File: config.mk
export PLATFORM = sky130hd
export DESIGN_NAME = activation_function_unit
export DESIGN_NICKNAME = d
export VERILOG_FILES = /design/src/hdl/afu_pkg.sv /design/src/hdl/activation_function_unit.sv /design/src/hdl/afu_lookup.sv /design/src/hdl/afu_lrelu.sv /design/src/hdl/afu_interp.sv /design/src/hdl/afu_post.sv
export SDC_FILE = /design/constraint.sdc
export NUM_CORES = 2
export LEC_CHECK = 0
export ABC_AREA = 1
export BUFFER_PORTS_ARGS = -buffer_cell sky130_fd_sc_hd__buf_4
export CORE_AREA = 8 8 392 394
export CTS_BUF_LIST = sky130_fd_sc_hd__clkbuf_16
export DETAILED_ROUTE_END_ITERATION = 12
export DIE_AREA = 0 0 400 402
export GPL_TIMING_DRIVEN = 0
export PLACE_DENSITY = 0.76
export SLEW_MARGIN = 10
export SYNTH_ARGS = -nofsm -noshare
export SYNTH_HDL_FRONTEND = slang
export SYNTH_SLANG_ARGS = --single-unit
File: constraint.sdc
create_clock -name clk -period 40.2 [get_ports clk]
set_input_delay 2.01 -clock clk [delete_from_list [all_inputs] [get_ports clk]]
set_output_delay 2.01 -clock clk [all_outputs]
set_load 0.005 [all_outputs]
File: src/hdl/afu_pkg.sv
// shared constants, payload types and the sigmoid table for the activation unit
package afu_pkg;

  // data format
  localparam int DATA_WIDTH = 16;
  localparam int FRAC_BITS  = 12;

  // sigmoid value format: Q0.32 plus one integer bit so that 1.0 fits
  localparam int QB = 32;
  localparam int SW = QB + 1;

  // table addressing: steps of 0.5 in the input format
  localparam int STEP_W    = FRAC_BITS - 1;
  localparam int MAG_W     = DATA_WIDTH + 1;
  localparam int KEY_W     = MAG_W - STEP_W;
  localparam int TBL_W     = 16;
  localparam int TBL_STEPS = 16;
  localparam int TBL_IW    = $clog2(TBL_STEPS);
  localparam int TBL_AW    = TBL_IW + 1;
  localparam int PROD_W    = TBL_W + STEP_W;
  localparam int FRAC_SHL  = TBL_W - STEP_W;

  // forward rounding
  localparam int OUT_SH = QB - FRAC_BITS;
  localparam int FWD_W  = FRAC_BITS + 1;

  // derivative product s*(1-s), split into two partial products
  localparam int PP_SPLIT  = 16;
  localparam int PP_HI_W   = 2 * SW - PP_SPLIT;
  localparam int PP_LO_W   = SW + PP_SPLIT;
  localparam int PSUM_W    = 2 * SW;
  localparam int D_SH_SIG  = QB;
  localparam int D_SH_TANH = QB - 2;

  // gradient product
  localparam int BP_W   = DATA_WIDTH + SW;
  localparam int BMAG_W = DATA_WIDTH + 1;

  // divide by ten through a reciprocal, exact for operands below 2^16
  localparam int RECIP_W    = 16;
  localparam int RECIP_SH   = 19;
  localparam int TENTH_BIAS = 5;
  localparam logic [RECIP_W-1:0] RECIP = RECIP_W'(52429);

  // pipeline depth
  localparam int NSTG = 7;

  // configuration port
  localparam int CFG_IW = 4;
  localparam int CFG_DW = 2;
  localparam logic [CFG_IW-1:0] REG_MODE = CFG_IW'(0);
  localparam logic [CFG_IW-1:0] REG_DIR  = CFG_IW'(1);

  // activation modes
  localparam int MODE_W = 2;
  localparam logic [MODE_W-1:0] MODE_SIGMOID = MODE_W'(0);
  localparam logic [MODE_W-1:0] MODE_TANH    = MODE_W'(1);
  localparam logic [MODE_W-1:0] MODE_LRELU   = MODE_W'(2);

  // directions
  localparam logic DIR_FWD = 1'b0;
  localparam logic DIR_BWD = 1'b1;

  typedef struct packed {
    logic signed [DATA_WIDTH-1:0] x_value;
    logic signed [DATA_WIDTH-1:0] upstream_grad;
    logic                         last_in;
  } in_item_t;

  typedef struct packed {
    logic signed [DATA_WIDTH-1:0] y_value;
    logic                         last_out;
  } out_item_t;

  // per-transaction control that travels down the pipeline
  typedef struct packed {
    logic [MODE_W-1:0]     cls;
    logic                  dir;
    logic                  gneg;
    logic [DATA_WIDTH-1:0] ga;
    logic                  last;
  } side_t;

  // table lookup result
  typedef struct packed {
    logic [TBL_W-1:0]  base;
    logic [TBL_W:0]    nbase;
    logic [TBL_W-1:0]  diff;
    logic [STEP_W-1:0] step;
    logic              sat;
    logic              sneg;
    side_t             side;
  } lkp_t;

  // sigmoid value and its complement
  typedef struct packed {
    logic [SW-1:0] s;
    logic [SW-1:0] u;
    side_t         side;
  } sval_t;

  // mode and direction of the transaction at the output
  typedef struct packed {
    logic [MODE_W-1:0] cls;
    logic              dir;
  } tag_t;

  // sigmoid at x = 0, 0.5, ..., 8 in unsigned Q0.16
  function automatic logic [TBL_W-1:0] sig_point(input logic [TBL_AW-1:0] idx);
    logic [TBL_W-1:0] val;
    case (idx)
      0:       val = TBL_W'(32768);
      1:       val = TBL_W'(40793);
      2:       val = TBL_W'(47910);
      3:       val = TBL_W'(53580);
      4:       val = TBL_W'(57724);
      5:       val = TBL_W'(60564);
      6:       val = TBL_W'(62428);
      7:       val = TBL_W'(63615);
      8:       val = TBL_W'(64357);
      9:       val = TBL_W'(64816);
      10:      val = TBL_W'(65097);
      11:      val = TBL_W'(65269);
      12:      val = TBL_W'(65374);
      13:      val = TBL_W'(65437);
      14:      val = TBL_W'(65476);
      15:      val = TBL_W'(65500);
      16:      val = TBL_W'(65514);
      default: val = TBL_W'(65514);
    endcase
    return val;
  endfunction

endpackage

File: src/hdl/activation_function_unit.sv
// top level of the sigmoid / tanh / leaky relu activation unit
// Streams one transaction per clock unless the output stalls. A result reaches out_valid
// through the seven register stages (table lookup, interpolation multiply, sigmoid and its
// complement, derivative partial products, derivative rounding, gradient multiply, and final
// rounding into the output register). Each stage advances whenever the stage after it is
// empty or moving, so a stalled output only backs up the input once all seven stages hold
// transactions. The mode and direction registers are written through the cfg port, which is
// always ready, and must only change while no transaction is in flight; each transaction picks
// up the settings in force when it is accepted. There is no warm-up after reset.
module activation_function_unit (
  input  logic                           clk,
  input  logic                           rst_n,
  input  logic                           in_valid,
  output logic                           in_stall,
  input  afu_pkg::in_item_t              in_data,
  output logic                           out_valid,
  input  logic                           out_stall,
  output afu_pkg::out_item_t             out_data,
  input  logic                           cfg_valid,
  output logic                           cfg_ready,
  input  logic [afu_pkg::CFG_IW-1:0]     cfg_index,
  input  logic [afu_pkg::CFG_DW-1:0]     cfg_data
);
  import afu_pkg::*;

  localparam int FWD_ONE = 1 << FRAC_BITS;

  logic [MODE_W-1:0] mode_r;
  logic              dir_r;
  logic [MODE_W-1:0] cls;
  logic [NSTG:1]     en;
  logic [NSTG:1]     vld_nxt;
  logic [NSTG:1]     vld_r;
  lkp_t              lkp;
  sval_t             sval;
  logic [DATA_WIDTH-1:0] lr_y;
  tag_t              out_tag;

  // configuration registers
  assign cfg_ready = 1'b1;

  always_ff @(posedge clk) begin
    if (!rst_n) begin
      mode_r <= MODE_LRELU;
      dir_r  <= DIR_FWD;
    end else if (cfg_valid && cfg_ready) begin
      unique case (cfg_index)
        REG_MODE: mode_r <= cfg_data[MODE_W-1:0];
        REG_DIR:  dir_r  <= cfg_data[0];
        default:  ;
      endcase
    end
  end

  // unused mode code behaves as leaky relu
  always_comb begin
    unique case (mode_r)
      MODE_SIGMOID: cls = MODE_SIGMOID;
      MODE_TANH:    cls = MODE_TANH;
      default:      cls = MODE_LRELU;
    endcase
  end

  // stage enables: a stage moves when it is empty or the next one moves
  always_comb begin
    en[NSTG] = !vld_r[NSTG] || !out_stall;
    for (int i = NSTG - 1; i >= 1; i--) begin
      en[i] = !vld_r[i] || en[i+1];
    end
  end

  // valid bits travel with the data
  always_comb begin
    vld_nxt = vld_r;
    if (en[1]) begin
      vld_nxt[1] = in_valid;
    end
    for (int i = 2; i <= NSTG; i++) begin
      if (en[i]) begin
        vld_nxt[i] = vld_r[i-1];
      end
    end
  end

  always_ff @(posedge clk) begin
    if (!rst_n) begin
      vld_r <= '0;
    end else begin
      vld_r <= vld_nxt;
    end
  end

  assign in_stall  = !en[1];
  assign out_valid = vld_r[NSTG];

  // datapath
  afu_lookup u_lookup (
    .clk     (clk),
    .en      (en[1]),
    .in_item (in_data),
    .cls     (cls),
    .dir     (dir_r),
    .lkp     (lkp)
  );

  afu_lrelu u_lrelu (
    .clk     (clk),
    .en      (en[3:1]),
    .in_item (in_data),
    .dir     (dir_r),
    .lr_y    (lr_y)
  );

  afu_interp u_interp (
    .clk  (clk),
    .en   (en[3:2]),
    .lkp  (lkp),
    .sval (sval)
  );

  afu_post u_post (
    .clk      (clk),
    .en       (en[7:4]),
    .sval     (sval),
    .lr_y     (lr_y),
    .out_item (out_data),
    .out_tag  (out_tag)
  );

  // input only backs up when every stage is full and the output is held
  a_stall_full: assert property (@(posedge clk) disable iff (!rst_n)
    in_stall |-> ((&vld_r) && out_stall))
    else $error("input stalled with a free pipeline stage");

  // a moving transaction in the last internal stage reaches the output register
  a_no_drop: assert property (@(posedge clk) disable iff (!rst_n)
    (vld_r[NSTG-1] && en[NSTG]) |=> vld_r[NSTG])
    else $error("transaction lost before the output register");

  // forward sigmoid stays within [0, 1]
  a_sig_range: assert property (@(posedge clk) disable iff (!rst_n)
    (out_valid && out_tag.cls == MODE_SIGMOID && out_tag.dir == DIR_FWD) |->
    (out_data.y_value >= 0 && out_data.y_value <= FWD_ONE))
    else $error("forward sigmoid out of range");

  // forward tanh stays within [-1, 1]
  a_tanh_range: assert property (@(posedge clk) disable iff (!rst_n)
    (out_valid && out_tag.cls == MODE_TANH && out_tag.dir == DIR_FWD) |->
    (out_data.y_value >= -FWD_ONE && out_data.y_value <= FWD_ONE))
    else $error("forward tanh out of range");

endmodule

File: src/hdl/afu_lookup.sv
// stage 1: input magnitudes, table segment lookup and gradient sign split
module afu_lookup (
  input  logic                      clk,
  input  logic                      en,
  input  afu_pkg::in_item_t         in_item,
  input  logic [afu_pkg::MODE_W-1:0] cls,
  input  logic                      dir,
  output afu_pkg::lkp_t             lkp
);
  import afu_pkg::*;

  logic                  xneg;
  logic                  gneg;
  logic [MAG_W-1:0]      xe;
  logic [MAG_W-1:0]      xa;
  logic [MAG_W-1:0]      mag;
  logic [KEY_W-1:0]      key;
  logic [TBL_AW-1:0]     idx;
  logic [TBL_W-1:0]      base;
  logic [TBL_W-1:0]      nxtp;
  logic [DATA_WIDTH-1:0] graw;
  lkp_t                  lkp_nxt;
  lkp_t                  lkp_r;

  // |x|, doubled for tanh
  always_comb begin
    xneg = in_item.x_value[DATA_WIDTH-1];
    xe   = {in_item.x_value[DATA_WIDTH-1], in_item.x_value};
    xa   = xneg ? (~xe + 1'b1) : xe;
    mag  = (cls == MODE_TANH) ? {xa[MAG_W-2:0], 1'b0} : xa;
  end

  // segment index and the two table points around it
  always_comb begin
    key  = mag[MAG_W-1:STEP_W];
    idx  = {1'b0, key[TBL_IW-1:0]};
    base = sig_point(idx);
    nxtp = sig_point(TBL_AW'(idx + 1'b1));
  end

  // assemble the stage register contents
  always_comb begin
    graw               = in_item.upstream_grad;
    gneg               = graw[DATA_WIDTH-1];
    lkp_nxt.base       = base;
    lkp_nxt.nbase      = {1'b1, {TBL_W{1'b0}}} - {1'b0, base};
    lkp_nxt.diff       = nxtp - base;
    lkp_nxt.step       = mag[STEP_W-1:0];
    lkp_nxt.sat        = key >= KEY_W'(TBL_STEPS);
    lkp_nxt.sneg       = xneg;
    lkp_nxt.side.cls   = cls;
    lkp_nxt.side.dir   = dir;
    lkp_nxt.side.gneg  = gneg;
    lkp_nxt.side.ga    = gneg ? (~graw + 1'b1) : graw;
    lkp_nxt.side.last  = in_item.last_in;
  end

  always_ff @(posedge clk) begin
    if (en) begin
      lkp_r <= lkp_nxt;
    end
  end

  assign lkp = lkp_r;

endmodule

File: src/hdl/afu_lrelu.sv
// stages 1 to 3: leaky relu value or gradient, negative side scaled by one tenth
module afu_lrelu (
  input  logic                             clk,
  input  logic [2:0]                       en,
  input  afu_pkg::in_item_t                in_item,
  input  logic                             dir,
  output logic [afu_pkg::DATA_WIDTH-1:0]   lr_y
);
  import afu_pkg::*;

  logic [DATA_WIDTH-1:0]         v;
  logic                          vneg;
  logic [DATA_WIDTH-1:0]         vmag;
  logic [DATA_WIDTH-1:0]         qt;
  logic [DATA_WIDTH-1:0]         y_nxt;
  logic [DATA_WIDTH+RECIP_W-1:0] q_nxt;

  logic [DATA_WIDTH-1:0]         pass1_r;
  logic [DATA_WIDTH-1:0]         n1_r;
  logic                          xneg1_r;
  logic                          vneg1_r;
  logic [DATA_WIDTH+RECIP_W-1:0] q2_r;
  logic [DATA_WIDTH-1:0]         pass2_r;
  logic                          xneg2_r;
  logic                          vneg2_r;
  logic [DATA_WIDTH-1:0]         y3_r;

  // pick x or the gradient, and form |v| plus the rounding bias
  always_comb begin
    v    = (dir == DIR_BWD) ? in_item.upstream_grad : in_item.x_value;
    vneg = v[DATA_WIDTH-1];
    vmag = vneg ? (~v + 1'b1) : v;
  end

  always_ff @(posedge clk) begin
    if (en[0]) begin
      pass1_r <= v;
      n1_r    <= vmag + DATA_WIDTH'(TENTH_BIAS);
      xneg1_r <= in_item.x_value[DATA_WIDTH-1];
      vneg1_r <= vneg;
    end
  end

  // multiply by the reciprocal of ten
  assign q_nxt = (DATA_WIDTH+RECIP_W)'(n1_r) * (DATA_WIDTH+RECIP_W)'(RECIP);

  always_ff @(posedge clk) begin
    if (en[1]) begin
      q2_r    <= q_nxt;
      pass2_r <= pass1_r;
      xneg2_r <= xneg1_r;
      vneg2_r <= vneg1_r;
    end
  end

  // quotient, sign restore, and the positive-side pass-through
  always_comb begin
    qt = DATA_WIDTH'(q2_r >> RECIP_SH);
    if (xneg2_r) begin
      y_nxt = vneg2_r ? (~qt + 1'b1) : qt;
    end else begin
      y_nxt = pass2_r;
    end
  end

  always_ff @(posedge clk) begin
    if (en[2]) begin
      y3_r <= y_nxt;
    end
  end

  assign lr_y = y3_r;

endmodule

File: src/hdl/afu_interp.sv
// stages 2 and 3: linear interpolation between table points, sigmoid and 1 - sigmoid
module afu_interp (
  input  logic             clk,
  input  logic [1:0]       en,
  input  afu_pkg::lkp_t    lkp,
  output afu_pkg::sval_t   sval
);
  import afu_pkg::*;

  localparam logic [SW-1:0] ONE_S = {1'b1, {QB{1'b0}}};

  logic [PROD_W-1:0] prod_nxt;
  logic [SW-1:0]     frac;
  logic [SW-1:0]     spos;
  logic [SW-1:0]     comp;
  sval_t             sval_nxt;

  logic [PROD_W-1:0] prod2_r;
  logic [TBL_W-1:0]  base2_r;
  logic [TBL_W:0]    nbase2_r;
  logic              sat2_r;
  logic              sneg2_r;
  side_t             side2_r;
  sval_t             sval_r;

  // slope times position inside the segment
  assign prod_nxt = PROD_W'(lkp.diff) * PROD_W'(lkp.step);

  always_ff @(posedge clk) begin
    if (en[0]) begin
      prod2_r  <= prod_nxt;
      base2_r  <= lkp.base;
      nbase2_r <= lkp.nbase;
      sat2_r   <= lkp.sat;
      sneg2_r  <= lkp.sneg;
      side2_r  <= lkp.side;
    end
  end

  // sigmoid of |x| and its complement side by side, then mirror for negative x
  always_comb begin
    frac = SW'(prod2_r) << FRAC_SHL;
    spos = (SW'(base2_r) << TBL_W) + frac;
    comp = (SW'(nbase2_r) << TBL_W) - frac;
    if (sat2_r) begin
      spos = ONE_S;
      comp = '0;
    end
    sval_nxt.s    = sneg2_r ? comp : spos;
    sval_nxt.u    = sneg2_r ? spos : comp;
    sval_nxt.side = side2_r;
  end

  always_ff @(posedge clk) begin
    if (en[1]) begin
      sval_r <= sval_nxt;
    end
  end

  assign sval = sval_r;

endmodule

File: src/hdl/afu_post.sv
// stages 4 to 7: forward rounding, derivative products, gradient scaling and result select
module afu_post (
  input  logic                           clk,
  input  logic [3:0]                     en,
  input  afu_pkg::sval_t                 sval,
  input  logic [afu_pkg::DATA_WIDTH-1:0] lr_y,
  output afu_pkg::out_item_t             out_item,
  output afu_pkg::tag_t                  out_tag
);
  import afu_pkg::*;

  localparam logic [SW:0]         FWD_HALF = (SW + 1)'(1) << (OUT_SH - 1);
  localparam logic [PSUM_W-1:0]   RND_SIG  = PSUM_W'(1) << (D_SH_SIG - 1);
  localparam logic [PSUM_W-1:0]   RND_TANH = PSUM_W'(1) << (D_SH_TANH - 1);
  localparam logic [BP_W:0]       BWD_HALF = (BP_W + 1)'(1) << (QB - 1);
  localparam logic [DATA_WIDTH-1:0] SAT_POS = {1'b0, {(DATA_WIDTH-1){1'b1}}};
  localparam logic [DATA_WIDTH-1:0] SAT_NEG = {1'b1, {(DATA_WIDTH-1){1'b0}}};

  // stage 4 logic
  logic              is_tanh4;
  logic [SW:0]       sig_sum;
  logic              s_ge_u;
  logic [SW:0]       tpos;
  logic [SW:0]       tneg;
  logic [SW:0]       tsel;
  logic [FWD_W-1:0]  fmag_nxt;
  logic [PP_HI_W-1:0] pph_nxt;
  logic [PP_LO_W-1:0] ppl_nxt;

  // stage 5 logic
  logic              is_tanh5;
  logic [PSUM_W-1:0] psum;
  logic [SW-1:0]     d_nxt;

  // stage 6 logic
  logic [BP_W-1:0]   bp_nxt;

  // stage 7 logic
  logic [BP_W:0]         bsum;
  logic [BMAG_W-1:0]     bmag;
  logic [DATA_WIDTH-1:0] fext;
  logic [DATA_WIDTH-1:0] fwd_y;
  logic [DATA_WIDTH-1:0] bwd_y;
  out_item_t             item_nxt;
  tag_t                  tag_nxt;

  // stage registers
  logic [PP_HI_W-1:0]    pph4_r;
  logic [PP_LO_W-1:0]    ppl4_r;
  logic [FWD_W-1:0]      fmag4_r;
  logic                  fneg4_r;
  logic [DATA_WIDTH-1:0] lr4_r;
  side_t                 side4_r;
  logic [SW-1:0]         d5_r;
  logic [FWD_W-1:0]      fmag5_r;
  logic                  fneg5_r;
  logic [DATA_WIDTH-1:0] lr5_r;
  side_t                 side5_r;
  logic [BP_W-1:0]       bp6_r;
  logic [FWD_W-1:0]      fmag6_r;
  logic                  fneg6_r;
  logic [DATA_WIDTH-1:0] lr6_r;
  side_t                 side6_r;
  out_item_t             item7_r;
  tag_t                  tag7_r;

  // forward result magnitude: round s, or |2s - 1| for tanh
  always_comb begin
    is_tanh4 = sval.side.cls == MODE_TANH;
    sig_sum  = {1'b0, sval.s} + FWD_HALF;
    s_ge_u   = sval.s >= sval.u;
    tpos     = {1'b0, sval.s} - {1'b0, sval.u} + FWD_HALF;
    tneg     = {1'b0, sval.u} - {1'b0, sval.s} + FWD_HALF;
    tsel     = s_ge_u ? tpos : tneg;
    fmag_nxt = is_tanh4 ? tsel[OUT_SH +: FWD_W] : sig_sum[OUT_SH +: FWD_W];
  end

  // partial products of s * (1 - s)
  assign pph_nxt = PP_HI_W'(sval.s) * PP_HI_W'(sval.u[SW-1:PP_SPLIT]);
  assign ppl_nxt = PP_LO_W'(sval.s) * PP_LO_W'(sval.u[PP_SPLIT-1:0]);

  always_ff @(posedge clk) begin
    if (en[0]) begin
      pph4_r  <= pph_nxt;
      ppl4_r  <= ppl_nxt;
      fmag4_r <= fmag_nxt;
      fneg4_r <= is_tanh4 && !s_ge_u;
      lr4_r   <= lr_y;
      side4_r <= sval.side;
    end
  end

  // combine partial products and round to the derivative
  always_comb begin
    is_tanh5 = side4_r.cls == MODE_TANH;
    psum     = (PSUM_W'(pph4_r) << PP_SPLIT) + PSUM_W'(ppl4_r)
               + (is_tanh5 ? RND_TANH : RND_SIG);
    d_nxt    = is_tanh5 ? psum[D_SH_TANH +: SW] : psum[D_SH_SIG +: SW];
  end

  always_ff @(posedge clk) begin
    if (en[1]) begin
      d5_r    <= d_nxt;
      fmag5_r <= fmag4_r;
      fneg5_r <= fneg4_r;
      lr5_r   <= lr4_r;
      side5_r <= side4_r;
    end
  end

  // upstream gradient magnitude times derivative
  assign bp_nxt = BP_W'(side5_r.ga) * BP_W'(d5_r);

  always_ff @(posedge clk) begin
    if (en[2]) begin
      bp6_r   <= bp_nxt;
      fmag6_r <= fmag5_r;
      fneg6_r <= fneg5_r;
      lr6_r   <= lr5_r;
      side6_r <= side5_r;
    end
  end

  // round, restore sign, saturate, and select the result
  always_comb begin
    bsum  = {1'b0, bp6_r} + BWD_HALF;
    bmag  = bsum[QB +: BMAG_W];
    fext  = DATA_WIDTH'(fmag6_r);
    fwd_y = fneg6_r ? (~fext + 1'b1) : fext;
    if (side6_r.gneg) begin
      bwd_y = (bmag > {1'b0, SAT_NEG}) ? SAT_NEG : (~bmag[DATA_WIDTH-1:0] + 1'b1);
    end else begin
      bwd_y = (bmag > {1'b0, SAT_POS}) ? SAT_POS : bmag[DATA_WIDTH-1:0];
    end
    if (side6_r.cls == MODE_LRELU) begin
      item_nxt.y_value = lr6_r;
    end else if (side6_r.dir == DIR_FWD) begin
      item_nxt.y_value = fwd_y;
    end else begin
      item_nxt.y_value = bwd_y;
    end
    item_nxt.last_out = side6_r.last;
    tag_nxt.cls       = side6_r.cls;
    tag_nxt.dir       = side6_r.dir;
  end

  always_ff @(posedge clk) begin
    if (en[3]) begin
      item7_r <= item_nxt;
      tag7_r  <= tag_nxt;
    end
  end

  assign out_item = item7_r;
  assign out_tag  = tag7_r;

endmodule
==> insert_results.sql <==
INSERT INTO impl_metrics (metric_group, metric, value, unit) VALUES
('run_status', 'outcome', 'complete, no violations', ''),
('place', 'placement.io_buffers', '62', ''),
('floorplanning', 'die-area', '161000', 'µm²'),
('detailed_routing', 'drt-pass1-iter-count', '7', ''),
('clock_network', 'cts.root.buffer_cell', 'sky130_fd_sc_hd__clkbuf_16', ''),
('global_routing', 'antenna_violations_before_repair', '9', ''),
('setup_path', 'worst-endpoint-required', '38.19', 'ns'),
('global_routing', 'number_of_global_route_vias_before_repair', '73600', ''),
('yosys', 'synth_area', '87700', 'µm²'),
('sta', 'tightest_slew', '1.35', 'ns'),
('yosys', 'number_of_flops_mapped_to_enable_cells_by_yosys', '590', ''),
('setup_path', 'timing.critical_path.arrival', '6.51', 'ns'),
('finish', 'drive_gt1_share', '3.05', '%'),
('clock_network', 'cts_max_path_buffers', '3', ''),
('worst_hold_path', 'worstHoldPathType', 'flop to flop', ''),
('global_routing', 'grt_remaining_overflow', '0', ''),
('detailed_routing', 'route.vias.total', '71900', ''),
('detailed_routing', 'drt-total-wl', '302', 'mm'),
('place', 'post_detailed_placement_half_perimeter_wirelength', '252', 'mm'),
('clock_network', 'tritoncts', 'yes', ''),
('clock_network', 'cts_buffers', '70', ''),
('sta', 'timing.final.hold_violations', '0', ''),
('yosys', 'synthesis.nets', '12700', ''),
('yosys', 'synthesis.area_per_instance', '8.31', 'µm²'),
('setup_path', 'largest_delay_contributor_family_on_the_critical_path', 'buffers and inverters', ''),
('detailed_routing', 'ant_nets', '0', ''),
('setup_path', 'critical_path_peak_fanout', '73', ''),
('detailed_routing', 'drt_drc_violations_left', '0', ''),
('sta', 'worst_slew_margin_rel', '9.88', '%'),
('clock_network', 'setup_fix_buffers_added_after_clock_tree_synthesis', '0', ''),
('run', 'drv_cap', '0', ''),
('finish', 'final_net_count', '12900', ''),
('detailed_routing', 'viasPerCell', '5.66', ''),
('clock_network', 'cts.clk_slew.worst_paths', '0.06', 'ns'),
('yosys', 'yosys_most_used_dff', 'sky130_fd_sc_hd__edfxtp_1', ''),
('floorplanning', 'ioPinCount', '64', ''),
('floorplanning', 'die_wd', '400', 'µm'),
('sta', 'rsz_0062_raised_after_global_routing', 'false', ''),
('global_routing', 'groute.usage.overall', '37.4', '%'),
('floorplanning', 'num_rows', '141', ''),
('setup_path', 'slowest_stage', 'sky130_fd_sc_hd__nand2_1', ''),
('global_routing', 'grt_start_max_net_pins', '87', ''),
('setup_path', 'timing.critical_path.cells', 'buf_4 > nand2_1 > nor2_1 > inv_4 > nor2_1 > inv_4 > nor2_1 > inv_6 > nor2_1 > inv_4 > nor2_1 > inv_6 > nor2_1 > buf_4', ''),
('sta', 'fmax', '117', 'MHz'),
('floorplanning', 'die_height', '402', 'µm'),
('finish', 'syn_to_final_growth', '6.23', '%'),
('setup_path', 'startpoint_type', 'primary input', ''),
('yosys', 'ys_ff_latch', '600', ''),
('setup_path', 'cell_mode_on_critical_path', 'sky130_fd_sc_hd__nor2_1', ''),
('clock_network', 'cts_hold_repair.buffers', '0', ''),
('detailed_routing', 'detailedRoute.firstIterationViolations', '7286', ''),
('sta', 'timing_max_transition_violations_final', '0', ''),
('place', 'place.gp.congestion', '1.03', ''),
('yosys', 'postSynthCellCount', '10600', ''),
('sta', 'post-route-min-period', '8.52', 'ns'),
('clock_network', 'cts.sinks', '600', ''),
('yosys', 'yosysSeqAreaShare', '20.4', '%'),
('setup_path', 'critical_path_class', 'primary input to output port', ''),
('setup_path', 'critical_path.n_buffers_inverters', '7', ''),
('global_routing', 'grt_first_pass_wirelength', '450', 'mm'),
('setup_path', 'critPathCaptureType', 'output port', ''),
('sta', 'post-route-period-util', '21.2', '%'),
('sta', 'setup_tns', '0', 'ns'),
('yosys', 'synth_async_sr_flop_share', '0', '%'),
('floorplanning', 'floorplan.initialDensity', '59.6', '%'),
('sta', 'finalSetupViolations', '0', ''),
('floorplanning', 'core_area', '147000', 'µm²'),
('setup_path', 'crit_path_max_incr_delay', '0.72', 'ns'),
('clock_network', 'worst_skew_pair_later_pin_latency', '0.71', 'ns'),
('detailed_routing', 'avgRoutedWirePerCell', '23.7', 'µm'),
('yosys', 'ys.warnings.count', '0', ''),
('clock_network', 'cts_htree_levels', '3', ''),
('clock_network', 'post_cts_resized', '0', ''),
('sta', 'skew', '0.0529', 'ns'),
('yosys', 'synth_cell_type_count', '66', '');
cells in the final DEF, fill, tap and decap left out, types with 85 or more instances in the layout:
cell / netlist / routed
sky130_fd_sc_hd__xor2_1: 155 / 155
sky130_fd_sc_hd__ha_1: 830 / 830
sky130_fd_sc_hd__nand3_1: 300 / 300
sky130_fd_sc_hd__edfxtp_1: 590 / 590
sky130_fd_sc_hd__fa_1: 1275 / 1275
sky130_fd_sc_hd__o21ai_0: 348 / 348
sky130_fd_sc_hd__nand2_1: 2444 / 2444
sky130_fd_sc_hd__xnor2_1: 85 / 85
sky130_fd_sc_hd__clkbuf_1: 299 / 299
sky130_fd_sc_hd__a21oi_1: 398 / 398
sky130_fd_sc_hd__nor2_1: 454 / 453
sky130_fd_sc_hd__inv_1: 2689 / 2693
through the flow:
stage	hold WS (ns)	util, %	instances	cell area [µm²]	setup WS (ns)
6_report	0.414	63.3	12700	93200	31.68
5_1_grt	0.415	63.3	12700	93200	31.38
4_1_cts	0.415	63.3	12700	93200	31.58
3_5_place_dp	0.405	61.7	12600	90800	31.66
3_3_place_gp	0.401	61.6	12600	90600	18.39
2_1_floorplan	0.400	-	10600	87700	24.92
registers in the layout, indices dropped and copies added, names as in the netlist, 14 cells and up:
name	cells
u_lrelu.pass1_r	15
u_lrelu.pass2_r	15
u_lookup.lkp	79
u_lrelu.lr_y	16
u_post.lr5_r	16
u_post.d5_r	33
u_post.pph4_r	44
u_post.bp6_r	18
u_interp.side2_r	21
u_interp.prod2_r	27
u_post.lr6_r	16
u_post.lr4_r	16
u_post.ppl4_r	28
u_post.side4_r	21
u_interp.base2_r	14
u_interp.nbase2_r	16
u_post.out_item	17
u_lrelu.n1_r	16
u_interp.sval	76
u_post.side5_r	21
kinds of logic after synthesis:
family	count (synthesis)	share of synthesized area, %
simple gates	3503	16.4
xor+xnor	243	2.46
mux	3	0.0342
compound gates	1001	6.39
other cells	1	0.00427
flops	600	20.4
fa+ha+maj	2105	40.9
buf+inv	3106	13.4
worst register-to-register path: cells and delay by family, from the launching register on:
kind | cells | cell delay, ns
DFF | 1 | 0.47
AOI/OAI and AO/OA | 4 | 1.63
buffers and inverters | 5 | 1.84
adders and majority gates | 7 | 3.24
xor gates and xnor gates | 1 | 0.39
and+or+nand+nor | 4 | 0.69
synth_stat cells, types with 26 or more instances:
master	number	area (µm²)
sky130_fd_sc_hd__o21ai_0	348	1740
sky130_fd_sc_hd__clkbuf_1	299	1120
sky130_fd_sc_hd__o21bai_1	32	240
sky130_fd_sc_hd__xnor2_1	85	744
sky130_fd_sc_hd__nor3_1	75	375
sky130_fd_sc_hd__o21a_1	26	195
sky130_fd_sc_hd__inv_1	2689	10100
sky130_fd_sc_hd__ha_1	830	10400
sky130_fd_sc_hd__fa_1	1275	25500
sky130_fd_sc_hd__a21o_1	37	278
sky130_fd_sc_hd__a21oi_1	398	1990
sky130_fd_sc_hd__nor4_1	32	200
sky130_fd_sc_hd__buf_1	71	267
sky130_fd_sc_hd__xor2_1	155	1360
sky130_fd_sc_hd__a31oi_1	59	369
sky130_fd_sc_hd__nand3_1	300	1500
sky130_fd_sc_hd__edfxtp_1	590	17700
sky130_fd_sc_hd__nand2_1	2444	9170
sky130_fd_sc_hd__or2_2	28	175
sky130_fd_sc_hd__nor2_1	454	1700
sky130_fd_sc_hd__nand4_1	81	507
area by class of cell:
cell class	count	area, µm²
multi-input cells	6856	58100
fillers	12800	53900
flip-flops and latches	600	17900
inverters	2713	10200
well taps	1930	2410
clock buffers	70	1750
plain buffers	393	1550
clock inverters	58	629
repair buffers	68	618
diodes	12	30.0
worst paths after layout:
check	from	to	slack (ns)	cells past startpoint
max	out_stall	in_stall	31.68	14
min	u_lookup.lkp[60]$_DFFE_PN_	u_interp.nbase2_r[10]$_DFFE_PP_	0.41	0
max reg2reg	u_interp.sval[68]$_DFFE_PP_	u_post.ppl4_r[48]$_DFFE_PP_	31.69	21
min reg2reg	u_lookup.lkp[60]$_DFFE_PN_	u_interp.nbase2_r[10]$_DFFE_PP_	0.41	0
layer usage:
layer	up-vias	wire length [µm]	global-route usage, %
li1	32300	-	-
met1	35000	114000	47.1
met2	3848	132000	57.7
met3	778	33800	10.8
met4	6	22100	21.8
met5	-	41	0
Power is not shown: default switching activity piles up to over one toggle a cycle in this logic, so the estimate is an artifact.
